**src/hw/rtl/i2cee_pkg.sv**
```systemverilog
// ----------------------------------------------------------------------------
// i2cee_pkg
// Shared types, codes and helper functions of the 24Cxx EEPROM sequencer.
// ----------------------------------------------------------------------------
package i2cee_pkg;

    localparam logic [7:0] POLL_LIMIT = 8'd255;
    localparam logic [3:0] DEV_ID     = 4'b1010;
    localparam logic [2:0] PAGE_LOG2_MAX = 3'd6;

    // part_type codes
    localparam logic [2:0] EE_24C01 = 3'd0;
    localparam logic [2:0] EE_24C04 = 3'd1;
    localparam logic [2:0] EE_24C08 = 3'd2;
    localparam logic [2:0] EE_24C16 = 3'd3;
    localparam logic [2:0] EE_24C32 = 3'd4;

    // configuration register indexes
    localparam logic [1:0] CFG_PART_TYPE = 2'd0;
    localparam logic [1:0] CFG_CHIP_PINS = 2'd1;
    localparam logic [1:0] CFG_PAGE_LOG2 = 2'd2;

    typedef enum logic [1:0] {
        REQ_BEGIN_WR = 2'd0,
        REQ_BEGIN_RD = 2'd1,
        REQ_RESPONSE = 2'd2,
        REQ_WR_DATA  = 2'd3
    } req_t;

    typedef enum logic [2:0] {
        OP_START     = 3'd0,
        OP_STOP      = 3'd1,
        OP_WRITE     = 3'd2,
        OP_READ_ACK  = 3'd3,
        OP_READ_NACK = 3'd4,
        OP_REQ       = 3'd5,
        OP_DONE      = 3'd6
    } op_t;

    typedef enum logic [1:0] {
        ST_OK      = 2'd0,
        ST_NACK    = 2'd1,
        ST_TIMEOUT = 2'd2
    } status_t;

    typedef enum logic [3:0] {
        PH_IDLE, PH_START, PH_DEV, PH_ADDR, PH_DREQ, PH_WDATA, PH_WSTOP,
        PH_PSTART, PH_PDEV, PH_RSTART, PH_RDEV, PH_RDATA,
        PH_FIN_OK, PH_FIN_NACK, PH_FIN_TO
    } phase_t;

    typedef struct packed {
        logic [2:0] part_type;
        logic [2:0] chip_pins;
        logic [2:0] page_size_log2;
    } cfg_t;

    typedef struct packed {
        req_t        req_type;
        logic [15:0] mem_addr;
        logic [15:0] length;
        logic [7:0]  wr_data;
        logic        ack;
        logic [7:0]  rx_byte;
    } item_t;

    typedef struct packed {
        op_t         bus_op;
        logic [7:0]  bus_byte;
        logic        read_valid;
        logic [7:0]  read_data;
        status_t     status;
        logic [15:0] bytes_read;
    } result_t;

    // device select byte: fixed id, then pins and high address bits at 3..1
    function automatic logic [7:0] dev_byte_for(input cfg_t cfg, input logic [15:0] addr);
        logic [2:0] sel;
        unique case (cfg.part_type)
            EE_24C01: sel = cfg.chip_pins;
            EE_24C04: sel = {cfg.chip_pins[2:1], addr[8]};
            EE_24C08: sel = {cfg.chip_pins[2], addr[9:8]};
            EE_24C16: sel = addr[10:8];
            default:  sel = cfg.chip_pins;
        endcase
        return {DEV_ID, sel, 1'b0};
    endfunction

    // bytes up to the end of the page, limited by what is left
    function automatic logic [6:0] chunk_len(input logic [2:0] psl,
                                             input logic [15:0] addr,
                                             input logic [15:0] left);
        logic [2:0] lg;
        logic [6:0] page;
        logic [6:0] n;
        lg   = (psl > PAGE_LOG2_MAX) ? PAGE_LOG2_MAX : psl;
        page = 7'd1 << lg;
        n    = page - (addr[6:0] & (page - 7'd1));
        if ({9'd0, n} > left) begin
            n = left[6:0];
        end
        return n;
    endfunction

endpackage

```
**src/hw/rtl/i2c_eeprom_access_sequencer.sv**
```systemverilog
// ----------------------------------------------------------------------------
// i2c_eeprom_access_sequencer
// 24Cxx EEPROM transfer sequencer driving a byte-level I2C engine.
// ----------------------------------------------------------------------------
//  channel  | dir | tuser          | tdata (low bit up)
//  s_       | in  | req_type[1:0]  | mem_addr, length, wr_data, ack, rx_byte
//  m_       | out | bus_op[2:0]    | bus_byte, read_valid, read_data, status,
//           |     |                | bytes_read
//  cfg_     | in  | -              | index 0 part_type, 1 chip_pins, 2 page log2
//
// One word per cycle while m_ is not stalled: a word is registered, then the
// state machine turns it into at most one command, registered in the output
// register that drives m_tvalid. A stalled m_ side holds the input register;
// s_tready falls only while both registers are full and m_tready is low.
// Reset is synchronous; no clearing pass, the block is ready right after it.
// ----------------------------------------------------------------------------
module i2c_eeprom_access_sequencer (
    input  logic        aclk,
    input  logic        aresetn,
    input  logic        s_tvalid,
    output logic        s_tready,
    input  logic [55:0] s_tdata,   // mem_addr, length, wr_data, ack, rx_byte, zero pad
    input  logic [1:0]  s_tuser,   // req_type
    output logic        m_tvalid,
    input  logic        m_tready,
    output logic [39:0] m_tdata,   // bus_byte, read_valid, read_data, status, bytes_read, pad
    output logic [2:0]  m_tuser,   // bus_op
    input  logic        cfg_we,
    input  logic [1:0]  cfg_index,
    input  logic [2:0]  cfg_wdata
);
    import i2cee_pkg::*;

    logic    in_valid_reg;
    item_t   in_item_reg;
    item_t   in_item;
    logic    m_valid_reg;
    result_t m_result_reg;
    cfg_t    cfg_reg;
    logic    advance;
    logic    step_res_valid;
    result_t step_res;

    assign in_item.req_type = req_t'(s_tuser);
    assign in_item.mem_addr = s_tdata[15:0];
    assign in_item.length   = s_tdata[31:16];
    assign in_item.wr_data  = s_tdata[39:32];
    assign in_item.ack      = s_tdata[40];
    assign in_item.rx_byte  = s_tdata[48:41];

    assign advance  = in_valid_reg && (!m_valid_reg || m_tready);
    assign s_tready = !in_valid_reg || advance;

    always_ff @(posedge aclk) begin
        if (!aresetn) begin
            cfg_reg <= '{part_type: EE_24C01, chip_pins: 3'd0, page_size_log2: 3'd3};
        end else if (cfg_we) begin
            unique case (cfg_index)
                CFG_PART_TYPE: cfg_reg.part_type      <= cfg_wdata;
                CFG_CHIP_PINS: cfg_reg.chip_pins      <= cfg_wdata;
                CFG_PAGE_LOG2: cfg_reg.page_size_log2 <= cfg_wdata;
                default: begin
                end
            endcase
        end
    end

    always_ff @(posedge aclk) begin
        if (!aresetn) begin
            in_valid_reg <= 1'b0;
        end else if (s_tready) begin
            in_valid_reg <= s_tvalid;
        end
    end

    always_ff @(posedge aclk) begin
        if (s_tready && s_tvalid) begin
            in_item_reg <= in_item;
        end
    end

    i2cee_seq u_seq (
        .aclk       (aclk),
        .aresetn    (aresetn),
        .step_valid (advance),
        .item       (in_item_reg),
        .cfg        (cfg_reg),
        .res_valid  (step_res_valid),
        .res        (step_res)
    );

    always_ff @(posedge aclk) begin
        if (!aresetn) begin
            m_valid_reg <= 1'b0;
        end else if (advance && step_res_valid) begin
            m_valid_reg <= 1'b1;
        end else if (m_tready) begin
            m_valid_reg <= 1'b0;
        end
    end

    always_ff @(posedge aclk) begin
        if (advance && step_res_valid) begin
            m_result_reg <= step_res;
        end
    end

    assign m_tvalid = m_valid_reg;
    assign m_tuser  = m_result_reg.bus_op;
    assign m_tdata  = {5'd0, m_result_reg.bytes_read, m_result_reg.status,
                       m_result_reg.read_data, m_result_reg.read_valid,
                       m_result_reg.bus_byte};

    // a produced command always lands in the output register
    a_res_lands: assert property (@(posedge aclk) disable iff (!aresetn)
        (advance && step_res_valid) |=> m_valid_reg)
        else $error("command lost");

    // a held word is never overwritten while it waits
    a_hold_word: assert property (@(posedge aclk) disable iff (!aresetn)
        (in_valid_reg && !advance) |=> (in_valid_reg && $stable(in_item_reg)))
        else $error("waiting word replaced");

    // an undelivered command is never replaced
    a_no_overrun: assert property (@(posedge aclk) disable iff (!aresetn)
        (m_valid_reg && !m_tready) |-> !advance)
        else $error("output register overrun");

endmodule

```
**src/hw/rtl/i2cee_seq.sv**
```systemverilog
// ----------------------------------------------------------------------------
// i2cee_seq
// Transfer state machine: takes one word per strobe and gives at most one
// bus command in the same cycle.
// ----------------------------------------------------------------------------
module i2cee_seq (
    input  logic              aclk,
    input  logic              aresetn,
    input  logic              step_valid,
    input  i2cee_pkg::item_t  item,
    input  i2cee_pkg::cfg_t   cfg,
    output logic              res_valid,
    output i2cee_pkg::result_t res
);
    import i2cee_pkg::*;

    phase_t      phase_reg, phase_next;
    logic [15:0] cur_addr_reg, cur_addr_next;
    logic [15:0] bytes_left_reg, bytes_left_next;
    logic [6:0]  chunk_left_reg, chunk_left_next;
    logic        addr_lo_pend_reg, addr_lo_pend_next;
    logic [7:0]  poll_left_reg, poll_left_next;
    logic [7:0]  device_byte_reg, device_byte_next;
    logic [15:0] read_count_reg, read_count_next;
    logic        is_read_reg, is_read_next;

    logic [15:0] left_dec;
    logic [15:0] count_inc;
    logic [6:0]  chunk_dec;
    logic [7:0]  poll_dec;
    logic        two_addr;

    assign left_dec  = bytes_left_reg - 16'd1;
    assign count_inc = read_count_reg + 16'd1;
    assign chunk_dec = chunk_left_reg - 7'd1;
    assign poll_dec  = poll_left_reg - 8'd1;
    assign two_addr  = (cfg.part_type >= EE_24C32);

    always_ff @(posedge aclk) begin
        if (!aresetn) begin
            phase_reg        <= PH_IDLE;
            cur_addr_reg     <= '0;
            bytes_left_reg   <= '0;
            chunk_left_reg   <= '0;
            addr_lo_pend_reg <= 1'b0;
            poll_left_reg    <= POLL_LIMIT;
            device_byte_reg  <= {DEV_ID, 4'd0};
            read_count_reg   <= '0;
            is_read_reg      <= 1'b0;
        end else if (step_valid) begin
            phase_reg        <= phase_next;
            cur_addr_reg     <= cur_addr_next;
            bytes_left_reg   <= bytes_left_next;
            chunk_left_reg   <= chunk_left_next;
            addr_lo_pend_reg <= addr_lo_pend_next;
            poll_left_reg    <= poll_left_next;
            device_byte_reg  <= device_byte_next;
            read_count_reg   <= read_count_next;
            is_read_reg      <= is_read_next;
        end
    end

    always_comb begin
        logic nack_abort;
        phase_next        = phase_reg;
        cur_addr_next     = cur_addr_reg;
        bytes_left_next   = bytes_left_reg;
        chunk_left_next   = chunk_left_reg;
        addr_lo_pend_next = addr_lo_pend_reg;
        poll_left_next    = poll_left_reg;
        device_byte_next  = device_byte_reg;
        read_count_next   = read_count_reg;
        is_read_next      = is_read_reg;
        res_valid         = 1'b0;
        res               = '0;
        nack_abort        = 1'b0;

        unique case (item.req_type)
            REQ_BEGIN_WR, REQ_BEGIN_RD: begin
                if (phase_reg == PH_IDLE) begin
                    is_read_next      = (item.req_type == REQ_BEGIN_RD);
                    cur_addr_next     = item.mem_addr;
                    bytes_left_next   = item.length;
                    read_count_next   = '0;
                    chunk_left_next   = '0;
                    addr_lo_pend_next = 1'b0;
                    res_valid         = 1'b1;
                    if (item.length == 16'd0) begin
                        res.bus_op = OP_DONE;
                        res.status = ST_OK;
                        phase_next = PH_IDLE;
                    end else begin
                        device_byte_next = dev_byte_for(cfg, item.mem_addr);
                        phase_next       = PH_START;
                        res.bus_op       = OP_START;
                        if (item.req_type == REQ_BEGIN_WR) begin
                            chunk_left_next = chunk_len(cfg.page_size_log2, item.mem_addr,
                                                        item.length);
                        end
                    end
                end
            end
            REQ_WR_DATA: begin
                if (phase_reg == PH_DREQ) begin
                    phase_next   = PH_WDATA;
                    res_valid    = 1'b1;
                    res.bus_op   = OP_WRITE;
                    res.bus_byte = item.wr_data;
                end
            end
            REQ_RESPONSE: begin
                unique case (phase_reg)
                    PH_START: begin
                        phase_next   = PH_DEV;
                        res_valid    = 1'b1;
                        res.bus_op   = OP_WRITE;
                        res.bus_byte = device_byte_reg;
                    end
                    PH_DEV: begin
                        if (!item.ack) begin
                            nack_abort = 1'b1;
                        end else begin
                            phase_next        = PH_ADDR;
                            addr_lo_pend_next = two_addr;
                            res_valid         = 1'b1;
                            res.bus_op        = OP_WRITE;
                            res.bus_byte      = two_addr ? cur_addr_reg[15:8]
                                                         : cur_addr_reg[7:0];
                        end
                    end
                    PH_ADDR: begin
                        if (!item.ack) begin
                            nack_abort = 1'b1;
                        end else begin
                            res_valid = 1'b1;
                            if (addr_lo_pend_reg) begin
                                addr_lo_pend_next = 1'b0;
                                res.bus_op        = OP_WRITE;
                                res.bus_byte      = cur_addr_reg[7:0];
                            end else if (is_read_reg) begin
                                phase_next = PH_RSTART;
                                res.bus_op = OP_START;
                            end else begin
                                phase_next = PH_DREQ;
                                res.bus_op = OP_REQ;
                            end
                        end
                    end
                    PH_WDATA: begin
                        if (!item.ack) begin
                            nack_abort = 1'b1;
                        end else begin
                            chunk_left_next = chunk_dec;
                            bytes_left_next = left_dec;
                            cur_addr_next   = cur_addr_reg + 16'd1;
                            res_valid       = 1'b1;
                            if (chunk_dec != 7'd0) begin
                                phase_next = PH_DREQ;
                                res.bus_op = OP_REQ;
                            end else begin
                                phase_next = PH_WSTOP;
                                res.bus_op = OP_STOP;
                            end
                        end
                    end
                    PH_WSTOP: begin
                        poll_left_next = POLL_LIMIT;
                        phase_next     = PH_PSTART;
                        res_valid      = 1'b1;
                        res.bus_op     = OP_START;
                    end
                    PH_PSTART: begin
                        phase_next   = PH_PDEV;
                        res_valid    = 1'b1;
                        res.bus_op   = OP_WRITE;
                        res.bus_byte = device_byte_reg;
                    end
                    PH_PDEV: begin
                        res_valid = 1'b1;
                        if (item.ack) begin
                            if (bytes_left_reg != 16'd0) begin
                                chunk_left_next  = chunk_len(cfg.page_size_log2, cur_addr_reg,
                                                             bytes_left_reg);
                                device_byte_next = dev_byte_for(cfg, cur_addr_reg);
                                phase_next       = PH_START;
                                res.bus_op       = OP_START;
                            end else begin
                                phase_next = PH_FIN_OK;
                                res.bus_op = OP_STOP;
                            end
                        end else begin
                            poll_left_next = poll_dec;
                            if (poll_dec == 8'd0) begin
                                phase_next = PH_FIN_TO;
                                res.bus_op = OP_STOP;
                            end else begin
                                phase_next = PH_PSTART;
                                res.bus_op = OP_START;
                            end
                        end
                    end
                    PH_RSTART: begin
                        phase_next   = PH_RDEV;
                        res_valid    = 1'b1;
                        res.bus_op   = OP_WRITE;
                        res.bus_byte = device_byte_reg | 8'h01;
                    end
                    PH_RDEV: begin
                        if (!item.ack) begin
                            nack_abort = 1'b1;
                        end else begin
                            phase_next = PH_RDATA;
                            res_valid  = 1'b1;
                            res.bus_op = (bytes_left_reg > 16'd1) ? OP_READ_ACK
                                                                  : OP_READ_NACK;
                        end
                    end
                    PH_RDATA: begin
                        read_count_next = count_inc;
                        bytes_left_next = left_dec;
                        res_valid       = 1'b1;
                        res.read_valid  = 1'b1;
                        res.read_data   = item.rx_byte;
                        if (left_dec != 16'd0) begin
                            res.bus_op = (left_dec > 16'd1) ? OP_READ_ACK : OP_READ_NACK;
                        end else begin
                            phase_next = PH_FIN_OK;
                            res.bus_op = OP_STOP;
                        end
                    end
                    PH_FIN_OK, PH_FIN_NACK, PH_FIN_TO: begin
                        phase_next     = PH_IDLE;
                        res_valid      = 1'b1;
                        res.bus_op     = OP_DONE;
                        res.bytes_read = is_read_reg ? read_count_reg : 16'd0;
                        if (phase_reg == PH_FIN_NACK) begin
                            res.status = ST_NACK;
                        end else if (phase_reg == PH_FIN_TO) begin
                            res.status = ST_TIMEOUT;
                        end else begin
                            res.status = ST_OK;
                        end
                    end
                    default: begin
                        // idle or waiting for a data word: response dropped
                    end
                endcase
                if (nack_abort) begin
                    phase_next = PH_FIN_NACK;
                    res_valid  = 1'b1;
                    res.bus_op = OP_STOP;
                end
            end
            default: begin
            end
        endcase
    end

    // a page chunk never exceeds the largest page
    a_chunk_bound: assert property (@(posedge aclk) disable iff (!aresetn)
        chunk_left_reg <= 7'd64)
        else $error("chunk count beyond page size");

    // while data words move, the chunk is live and fits in what is left
    a_chunk_live: assert property (@(posedge aclk) disable iff (!aresetn)
        (phase_reg == PH_DREQ || phase_reg == PH_WDATA) |->
            (chunk_left_reg != 7'd0 && {9'd0, chunk_left_reg} <= bytes_left_reg))
        else $error("data phase with empty chunk");

    // done always returns the sequencer to idle
    a_done_idle: assert property (@(posedge aclk) disable iff (!aresetn)
        (step_valid && res_valid && res.bus_op == OP_DONE) |=> phase_reg == PH_IDLE)
        else $error("done without going idle");

    // a received byte is only reported while reading
    a_rx_in_read: assert property (@(posedge aclk) disable iff (!aresetn)
        (step_valid && res_valid && res.read_valid) |-> is_read_reg)
        else $error("read data outside a read transfer");

endmodule

```
**config.mk**
```make
export PLATFORM = sky130hd
export DESIGN_NAME = i2c_eeprom_access_sequencer
export DESIGN_NICKNAME = d
export VERILOG_FILES = /design/src/hw/rtl/i2cee_pkg.sv /design/src/hw/rtl/i2c_eeprom_access_sequencer.sv /design/src/hw/rtl/i2cee_seq.sv
export SDC_FILE = /design/constraint.sdc
export NUM_CORES = 1
export LEC_CHECK = 0
export BUFFER_PORTS_ARGS = -buffer_cell sky130_fd_sc_hd__buf_4
export CAP_MARGIN = 20
export CELL_PAD_IN_SITES_DETAIL_PLACEMENT = 0
export CELL_PAD_IN_SITES_GLOBAL_PLACEMENT = 1
export CORE_ASPECT_RATIO = 1.5
export CORE_MARGIN = 10
export CORE_UTILIZATION = 49
export DETAILED_ROUTE_END_ITERATION = 8
export GPL_TIMING_DRIVEN = 0
export PLACE_DENSITY = 0.9
export SYNTH_ARGS = -nofsm -noshare
export SYNTH_HDL_FRONTEND = slang
export SYNTH_SLANG_ARGS = --single-unit
```
**constraint.sdc**
```tcl
create_clock -name aclk -period 6.9 [get_ports aclk]
set_input_delay 1.38 -clock aclk [delete_from_list [all_inputs] [get_ports aclk]]
set_output_delay 1.38 -clock aclk [all_outputs]
set_load 0.05 [all_outputs]
```
### After elaboration in Yosys (flattened, before gate mapping)

Index checks and enable logic that the tools add are counted.

* register bits after elaboration: 177
* input bits: 68
* output and inout bits: 45
* logic and storage cells: 223

* add/subtract/negate cells: 8
* $lt $le $gt $ge: 6
* equal/unequal tests: 46
* shift-type cells: 1
* multiplexer cells: 91
* bitwise gates (word level): 4
* reduce and logical (&&, ||, !) cells: 40

Operators by type and width (number)
* 16-bit one-hot mux with 2 select lines: 4
* 16-bit two-way mux: 7
* 8-bit two-way mux: 8
* 7-bit two-way mux: 8
* 4-bit two-way mux: 13
* 8-bit one-hot mux with 2 select lines: 3
* 4-bit one-hot mux with 11 select lines: 1
* 3-bit two-way mux: 13
* 16-bit by 1-bit adder with 16-bit output, second input constant: 2
* 16-bit by 1-bit greater-than comparator with 1-bit output, second input constant: 2
* 7-bit by 16-bit greater-than comparator with 1-bit output: 2
* 8-bit one-hot mux with 4 select lines: 1
* 16-bit nonzero test: 2
* 4-bit equality test, second input constant: 7
* 7-bit one-hot mux with 2 select lines: 2
* 3-bit one-hot mux with 3 select lines: 3
* 3-bit one-hot mux with 8 select lines: 1
* 3-bit inequality test, second input constant: 7
* 10-bit two-way mux: 2
* 4-bit by 3-bit equality test with 1-bit output, second input constant: 4
* 16-bit zero test: 1
* 1-bit two-way mux: 16
* 4-bit by 3-bit inequality test with 1-bit output, second input constant: 4
* 16-bit by 1-bit subtractor with 16-bit output, second input constant: 1
* 44 further kinds: 82

### Longest topological paths before layout

Gate-level depths: netlist (run 1).

* depth after elaboration: 12
* gate-level depth with buffers: 17
* mapped depth without buffers: 15

### Hierarchy

From an unflattened synthesis (run 1), not the netlist that was laid out.

* cell total of the unflattened synthesis: 1057
* area, all modules: 9549.2 um^2

By module, submodules not included
* i2cee_seq: times used 1, cells each 915, area each 6372.4 um^2, sequential area each 1441.4 um^2
* i2c_eeprom_access_sequencer: times used 1, cells each 142, area each 3176.8 um^2, sequential area each 2892.8 um^2

### Worst setup path after synthesis (run 1)

No wires, ideal clock.

* path kind: input to register
* from: in m_tready
* to: reg m_result_reg (netlist bit m_tdata[0]), enable pin
* setup time: 435 ps
* arrival time: 3271 ps
* data required time: 6465 ps
* setup slack: 3194 ps
* stages on the path: 3
* path buffers: 0
* path through: nor2b_1 -> nand2b_1 -> nor2_1

* word-level cells in the longest chain between the ends: 3

RTL lines
* start, declared: RTL line i2c_eeprom_access_sequencer.sv:25 `input logic m_tready,`
* 1-bit logical OR: RTL line i2c_eeprom_access_sequencer.sv:51 `assign advance = in_valid_reg && (!m_valid_reg || m_tready);`
* 1-bit logical AND: RTL line i2c_eeprom_access_sequencer.sv:51
* 1-bit logical AND: RTL line i2c_eeprom_access_sequencer.sv:103 `if (advance && step_res_valid) begin`
* end signal, assigned: RTL line i2c_eeprom_access_sequencer.sv:104 `m_result_reg <= step_res;`
* end, declared: RTL line i2c_eeprom_access_sequencer.sv:38 `result_t m_result_reg;`

Every way passes these cells.
A chain may end at the register's enable or synchronous reset.

### Final worst setup path (run 1)

* from: reg cfg_reg[2] (netlist bit)
* to: reg u_seq.chunk_left_reg[5]

* word-level cells in the longest chain between the ends: 12
* elaborated cells between the ends (all ways): 19
* those cells by class: add/sub: 3; order compare: 3; shift: 1; mux: 10; bitwise: 2

RTL lines
* start, declared: RTL line i2c_eeprom_access_sequencer.sv:39 `cfg_t cfg_reg;`
* start signal, assigned: RTL line i2c_eeprom_access_sequencer.sv:56 `cfg_reg <= '{part_type: EE_24C01, chip_pins: 3'd0, page_size_log2: 3'd3};`
* 3-bit greater-than comparator: RTL line i2cee_pkg.sv:96 `lg = (psl > PAGE_LOG2_MAX) ? PAGE_LOG2_MAX : psl;`
* 3-bit two-way mux *: RTL line i2cee_pkg.sv:96
* 1-bit by 3-bit left shift with 7-bit output *: RTL line i2cee_pkg.sv:97 `page = 7'd1 << lg;`
* 7-bit by 1-bit subtractor with 7-bit output: RTL line i2cee_pkg.sv:98 `n = page - (addr[6:0] & (page - 7'd1));`
* 7-bit bitwise AND: RTL line i2cee_pkg.sv:98
* 7-bit subtractor: RTL line i2cee_pkg.sv:98
* 7-bit by 16-bit greater-than comparator with 1-bit output: RTL line i2cee_pkg.sv:99 `if ({9'd0, n} > left) begin`
* 7-bit two-way mux: RTL line i2cee_pkg.sv:99
* 7-bit two-way mux (on tied branches): RTL line i2cee_seq.sv:181, i2cee_seq.sv:96
* 7-bit two-way mux (on tied branches): RTL line i2cee_seq.sv:180, i2cee_seq.sv:88
* 7-bit one-hot mux with 2 select lines or 7-bit two-way mux (tied branches): RTL line i2cee_seq.sv:112, i2cee_seq.sv:80
* 7-bit one-hot mux with 2 select lines *: RTL line i2cee_seq.sv:78 `unique case (item.req_type)`
* end signal, assigned: RTL line i2cee_seq.sv:54 `chunk_left_reg <= chunk_left_next;`
* end, declared: RTL line i2cee_seq.sv:20 `logic [6:0] chunk_left_reg, chunk_left_next;`

Every way passes the cells marked *; elsewhere a longest branch is shown, timed or not. The select of a mux whose other input is x is not followed.

==> impl_metrics.yaml, run 1 <==
setup_path:
  reg2reg_from: "cfg_reg[2]"
  cp-start-kind: "register"
  regToRegEndpoint: "u_seq.chunk_left_reg[5]"
  reg2reg_setup_slack_ns: 2.61
  required_ns: 7.28
  reg2regPathDepth: 17
  endpoint_kind: "register"
  cpMaxStageDelayCell: "or4_1"
  cpPeakStageDelay_ns: 0.49
  crit_end: "u_seq.chunk_left_reg[5]"
  crit_family: "compound AO/OA/AOI/OAI gates"
  crit_chain: "clkbuf_1 > clkbuf_1 > or3_1 > nand2_1 > ha_1 > nor2b_1 > o21bai_1 > a22o_1 > xor2_1 > ha_1 > o21a_1 > o21ai_0 > a221oi_1 > o21ai_4 > mux2i_1 > or4_1 > a31oi_1"
  crit_arrival_ns: 4.67
  crit_buf_inv: 2
  worstSetupPathType: "register to register"
  cp.depth: 17
  cp_max_fo: 10
  cp-startpoint: "cfg_reg[2]"
timing:
  fin_ws_ns: 2.611
  finClkSkew_ns: 0.01011
  tns_ns: 0
  relSlewSlack: 0.3520
  final_hold_viol_count: 0
  drv_slew: 0
  fin_crit_sh: 0.6217
  worstMarginPinSlew_ns: 0.9630
  rsz0062_at_grt: "no"
  fmax_mhz: 233.1
  setup_violations: 0
  timing.hold.ws_ns: 0.4742
  period_minus_slack_ns: 4.289
logic_synthesis:
  seq_area_frac_synth: 0.4486
  netlist_area_um2: 9661
  synth_ff_type: "edfxtp_1"
  syn_area_per_cell_um2: 9.148
  async_flop_share: 0
  synth.distinct_cells: 85
  netlist_instances: 1056
  ys_seq_elements: 172
  yosys_warnings: 0
  synth_edf_count: 89
placement:
  portBuffers: 99
  dpl_worst_slack_ns: 2.678
  dp.cells: 1418
  gp_congestion: 1.005
  dp_hpwl_mm: 21.89
clock_tree:
  root_buffer: "clkbuf_16"
  cts_hold_buf: 0
  cts_buffer_depth: 2
  cts-htree-levels: 4
  post_cts_buffers: 0
  clkLatencyLatePin_ns: 0.45
  cts_tree: "done"
  path_clk_slew_ns: 0.07
  cts_resized: 0
  numCtsBuffers: 17
  clock-sinks: 172
route:
  drt_wl_total_mm: 28.85
  drt_iter0_drc: 936
  ant_nets: 0
  avgRoutedWirePerCell_um: 19.90
  viasPerCell: 5.966
  first_pass_iters: 5
  post-route-drc-count: 0
  vias: 8650
grt:
  grt_remaining_overflow: 0
  antenna_found_initial: 0
  grt_pass1_wl_mm: 44.99
  grt_max_degree: 32
  track_usage: 0.2214
  grt_pass1_vias: 8356
job:
  maxCapViolations: 0
die:
  die_w_um: 134.6
  dieArea_um2: 25850
  core_um2: 19240
  rows: 62
  die_h_um: 192.0
  io_pins: 113
  start_util: 0.5021
finish:
  final_util: 0.5915
  fillers: 1770
  antenna_cells: 0
  area_growth_syn_to_layout_pct: 17.80
  regArea_um2: 4334
  fin_nets: 1277
  drive_above_1_share: 0.1633
  finalNonFillerCells: 1450
  largest_register_ffs: 51
  multi_input_area_um2: 4838
run_status:
  status: "finished clean"
power:
  leakagePower_uw: 0.004307
  power_density_nw_per_um2: 223.5
  ir_drop_mv: 0.1715
worst_hold_path:
  min-delay-path-class: "register to register"
-- worst reg2reg max path, cell delays in order, from the launching register on --
cell	delay, ns
dfxtp_1	0.30
clkbuf_1	0.28
clkbuf_1	0.38
or3_1	0.22
nand2_1	0.06
ha_1	0.25
nor2b_1	0.17
o21bai_1	0.15
a22o_1	0.22
xor2_1	0.19
ha_1	0.31
o21a_1	0.12
o21ai_0	0.08
a221oi_1	0.44
o21ai_4	0.19
mux2i_1	0.18
or4_1	0.49
a31oi_1	0.19
-- layout by cell type, fill, tap and decap left out, drive strengths merged, types with 10 or more instances in the layout --
master,synthesis,final
mux2i,27,27
and3,11,11
a211oi,14,14
nor3,36,36
inv,32,35
clkbuf,36,55
nor2b,17,17
dfxtp,83,83
nand2,115,115
o22ai,10,10
edfxtp,89,89
a21oi,70,70
nand4,15,15
xor2,20,20
o21ai,84,84
buf,29,131
nand2b,11,11
nor2,119,119
and2,30,30
o21a,10,10
nand3,25,25
nor4,10,10
ha,28,28
-- metal layers --
metal  global-route usage  share of wire  up-vias
li1                     -              -     4105
met1               0.2443           0.38     4056
met2               0.3774           0.49      389
met3              0.05152          0.070      100
met4               0.1356          0.053        0
met5                    0              0        -
-- metrics by stage --
stage                     power [uW]  area (um2)
after CTS                       2550       11380
after floorplan                 1455        9676
after detailed placement        1596       10800
final                           2544       11380
after global routing            2636       11380
after global placement          1591       10740
-- worst min-delay path by stage --
stage / from / end / slack [ns] / cells past startpoint
6_report: u_seq.bytes_left_reg[13] / u_seq.bytes_left_reg[13] / 0.47 / 2
5_1_grt: u_seq.bytes_left_reg[13] / u_seq.bytes_left_reg[13] / 0.50 / 2
4_1_cts: u_seq.bytes_left_reg[13] / u_seq.bytes_left_reg[13] / 0.47 / 2
3_5_place_dp: u_seq.bytes_left_reg[13] / u_seq.bytes_left_reg[13] / 0.46 / 2
3_3_place_gp: u_seq.bytes_left_reg[13] / u_seq.bytes_left_reg[13] / 0.45 / 2
2_1_floorplan: u_seq.bytes_left_reg[13] / u_seq.bytes_left_reg[13] / 0.44 / 2
-- cell families after synthesis --
group | share of synthesized area
muxes | 0.03497
DFF | 0.4486
buffers and inverters | 0.05297
AOI/OAI and AO/OA | 0.1830
adders and majority gates | 0.03627
xor gates and xnor gates | 0.02539
other | 0.0003882
and+or+nand+nor | 0.2184
-- power by group --
part / internal, uW / total [uW] / leakage, uW / switching [uW]
logic: 161 / 435 / 0.00249 / 274
clock network: 544 / 961 / 0.000282 / 417
registers: 1120 / 1150 / 0.00153 / 31.6
-- cell type report --
class / instances / area share
inverters: 33 / 0.01089
multi-input cells: 790 / 0.4252
well taps: 256 / 0.02815
clock inverters: 13 / 0.01242
flip-flops and latches: 172 / 0.3809
plain buffers: 65 / 0.03408
clock buffers: 19 / 0.03892
repair buffers: 102 / 0.06949
-- synth_stat cells, types with 5 or more instances --
master	number	area, um2
nand2_1	115	431.7
nor2_1	115	431.7
edfxtp_1	89	2673
dfxtp_1	83	1662
o21ai_0	79	395.4
a21oi_1	69	345.3
inv_1	32	120.1
nor3_1	32	160.2
clkbuf_1	30	112.6
and2_1	29	181.4
ha_1	28	350.3
mux2i_1	27	270.3
nand3_1	25	125.1
xor2_1	20	175.2
nor2b_1	17	106.4
nand4_1	14	87.58
a211oi_1	11	82.58
and3_1	11	68.82
nand2b_1	11	68.82
buf_2	10	50.05
o21a_1	10	75.07
o22ai_1	10	62.56
a22oi_1	9	67.56
nor4_1	9	56.30
a31oi_1	8	50.05
o211ai_1	8	60.06
xnor2_1	8	70.07
buf_4	7	52.55
or3_1	7	43.79
buf_1	6	22.52
buf_6	6	67.56
clkbuf_8	6	82.58
o31ai_1	6	45.04
a221oi_1	5	43.79
nand3b_1	5	37.54
or4_1	5	37.54
No activity file was read; power rests on OpenSTA's default activity.
==> run 2: changes to the inputs <==
--- a/config.mk
+++ b/config.mk
@@ -11,10 +11,10 @@
 export CELL_PAD_IN_SITES_GLOBAL_PLACEMENT = 1
 export CORE_ASPECT_RATIO = 1.5
 export CORE_MARGIN = 10
-export CORE_UTILIZATION = 49
+export CORE_UTILIZATION = 41
 export DETAILED_ROUTE_END_ITERATION = 8
 export GPL_TIMING_DRIVEN = 0
-export PLACE_DENSITY = 0.9
+export PLACE_DENSITY = 0.81
 export SYNTH_ARGS = -nofsm -noshare
 export SYNTH_HDL_FRONTEND = slang
 export SYNTH_SLANG_ARGS = --single-unit
==> constraint.sdc (replaced) <==
create_clock -name aclk -period 3.7 [get_ports aclk]
set_input_delay 0.74 -clock aclk [delete_from_list [all_inputs] [get_ports aclk]]
set_output_delay 0.74 -clock aclk [all_outputs]
set_load 0.05 [all_outputs]
==> run 2 against run 1 <==
Maximum frequency is 19% higher; non-clock buffer count grew 16; cell count increased by 5.2%; worst hold slack worse by 0.0081 ns; utilization down 8.5 points; sequential share of layout area shrank 1.1 points; die area up 17%; register-to-register slack worse by 2.5 ns; via count shrank 0.46%; critical endpoint is now u_seq.chunk_left_reg[1]; global-route usage down 3.0 points; sequential cell count is the same.
==> impl_metrics.yaml, run 2 (synthesis results as in run 1) <==
die:
  core_um2: 23140
  start_util: 0.4174
  die_h_um: 208
  die_w_um: 145.3
  io_pins: 113
  rows: 68
  dieArea_um2: 30230
finish:
  area_growth_syn_to_layout_pct: 21.44
  layout_common_cells: "buf_4 (125), nand2_1 (113), nor2_1 (113)"
  largest_register_ffs: 51
  final_common_cell: "buf_4"
  multi_input_area_um2: 4979
  fin_nets: 1293
  regArea_um2: 4340
  drive_above_1_share: 0.1992
  fillers: 2246
  finalNonFillerCells: 1525
  antenna_cells: 0
timing:
  fmax_mhz: 277.9
  fin_crit_sh: 0.9727
  fin_ws_ns: 0.1010
  drv_slew: 0
  finClkSkew_ns: 0.009499
  period_minus_slack_ns: 3.599
  final_hold_viol_count: 0
  tns_ns: 0
  worstMarginPinSlew_ns: 0.8790
  relSlewSlack: 0.4086
  setup_violations: 0
setup_path:
  crit_arrival_ns: 3.92
  endpoint_kind: "register"
  reg2reg_from: "cfg_reg[2]"
  cp-start-kind: "register"
  cp_max_fo: 8
  worstSetupPathType: "register to register"
  cp-startpoint: "cfg_reg[2]"
  required_ns: 4.02
grt:
  grt_pass1_wl_mm: 46.62
  antenna_found_initial: 0
  met2_usage: 0.3323
  use_met3: 0.03345
  grt_remaining_overflow: 0
  met1_usage: 0.2144
  grt_max_degree: 41
  grt_pass1_vias: 8518
  grt-busiest-layer: "met2"
  track_usage: 0.1909
clock_tree:
  cts_hold_buf: 0
  root_buffer: "clkbuf_16"
  clock-sinks: 172
  cts_tree: "done"
  clkLatencyLatePin_ns: 0.43
  cts-htree-levels: 4
  cts_buffer_depth: 2
  path_clk_slew_ns: 0.07
  numCtsBuffers: 17
power:
  power_density_nw_per_um2: 404.0
  ir_drop_mv: 0.3181
  leakagePower_uw: 0.004404
route:
  avgRoutedWirePerCell_um: 19.57
  viasPerCell: 5.646
  vias: 8610
  post-route-drc-count: 0
  drt_wl_total_mm: 29.85
  first_pass_iters: 5
  ant_nets: 0
  drt_iter0_drc: 778
placement:
  portBuffers: 99
  dp_hpwl_mm: 22.51
  gp_congestion: 0.9549
  dp.cells: 1477
  dpl_worst_slack_ns: -0.5223
worst_hold_path:
  hold_start: "u_seq.bytes_left_reg[13]"
  min-delay-path-class: "register to register"
run_status:
  status: "finished clean"
job:
  maxCapViolations: 0
## run 2: changes by cell type in the layout (fill, tap and decap cells not counted), moves of 3 or more
cell / before / now
buf_4: 107 / 125
clkbuf_1: 31 / 26
clkinv_4: 3 / 0
clkinvlp_4: 2 / 7
dfxtp_1: 83 / 80
ha_1: 28 / 25
ha_4: 0 / 3
o21ai_0: 79 / 76
## run 2: critical path, cell delays in order (launching register included)
cell	delay [ns]
dfxtp_4	0.39
buf_8	0.14
or3_4	0.39
nand2_4	0.08
ha_4	0.15
nor2b_4	0.15
o21bai_1	0.11
a22o_1	0.22
o21ai_2	0.08
ha_1	0.20
or4_4	0.48
a21oi_2	0.13
a221oi_2	0.08
o21ai_4	0.09
buf_4	0.16
mux2i_1	0.30
nor2_1	0.08
a311o_1	0.26
## run 2: final timing paths
path / slack [ns] / end / depth (start not counted)
worst min register to register: 0.47 / u_seq.bytes_left_reg[13] / 2
worst min-delay path: 0.47 / u_seq.bytes_left_reg[13] / 2
worst max register to register: 0.10 / u_seq.chunk_left_reg[1] / 17
worst max-delay path: 0.10 / u_seq.chunk_left_reg[1] / 17
## run 2: metrics by stage
stage | hold slack (ns) | cell area [um2] | util | power [uW]
after floorplan | 0.4363 | 9676 | - | 2713
after global placement | 0.4542 | 10810 | 0.4672 | 2971
after detailed placement | 0.4572 | 10870 | 0.4697 | 2980
after CTS | 0.4619 | 11520 | 0.4978 | 4740
after global routing | 0.4591 | 11730 | 0.5069 | 4932
final | 0.4661 | 11730 | 0.5069 | 4740
## run 2: where the power goes
group / internal [uW] / total, uW / switching (uW)
Sequential: 2080 / 2140 / 61.0
Combinational: 338 / 868 / 531
Clock: 939 / 1730 / 790
Total: 3360 / 4740 / 1380
## run 2: routing by layer
layer	up-vias	part of all wire	wire length, um
met1	4059	0.40	11810
met5	-	0	0
met2	343	0.50	14790
li1	4119	-	-
met4	0	0.050	1501
met3	89	0.058	1744
## run 2: layout make-up
cell class | count | area share
plain buffers | 64 | 0.03477
multi-input cells | 790 | 0.4244
inverters | 33 | 0.01088
well taps | 315 | 0.03360
clock buffers | 18 | 0.03658
flip-flops and latches | 172 | 0.3700
clock inverters | 14 | 0.01152
repair buffers | 119 | 0.07828
## run 2: timing repair
| item | in CTS | in global routing |
|---|---|---|
| resized for setup | 16 | 34 |
| endpoints found under the setup margin | 7 | 7 |
| pin swaps | 1 | 12 |
| buffers inserted | 5 | 12 |
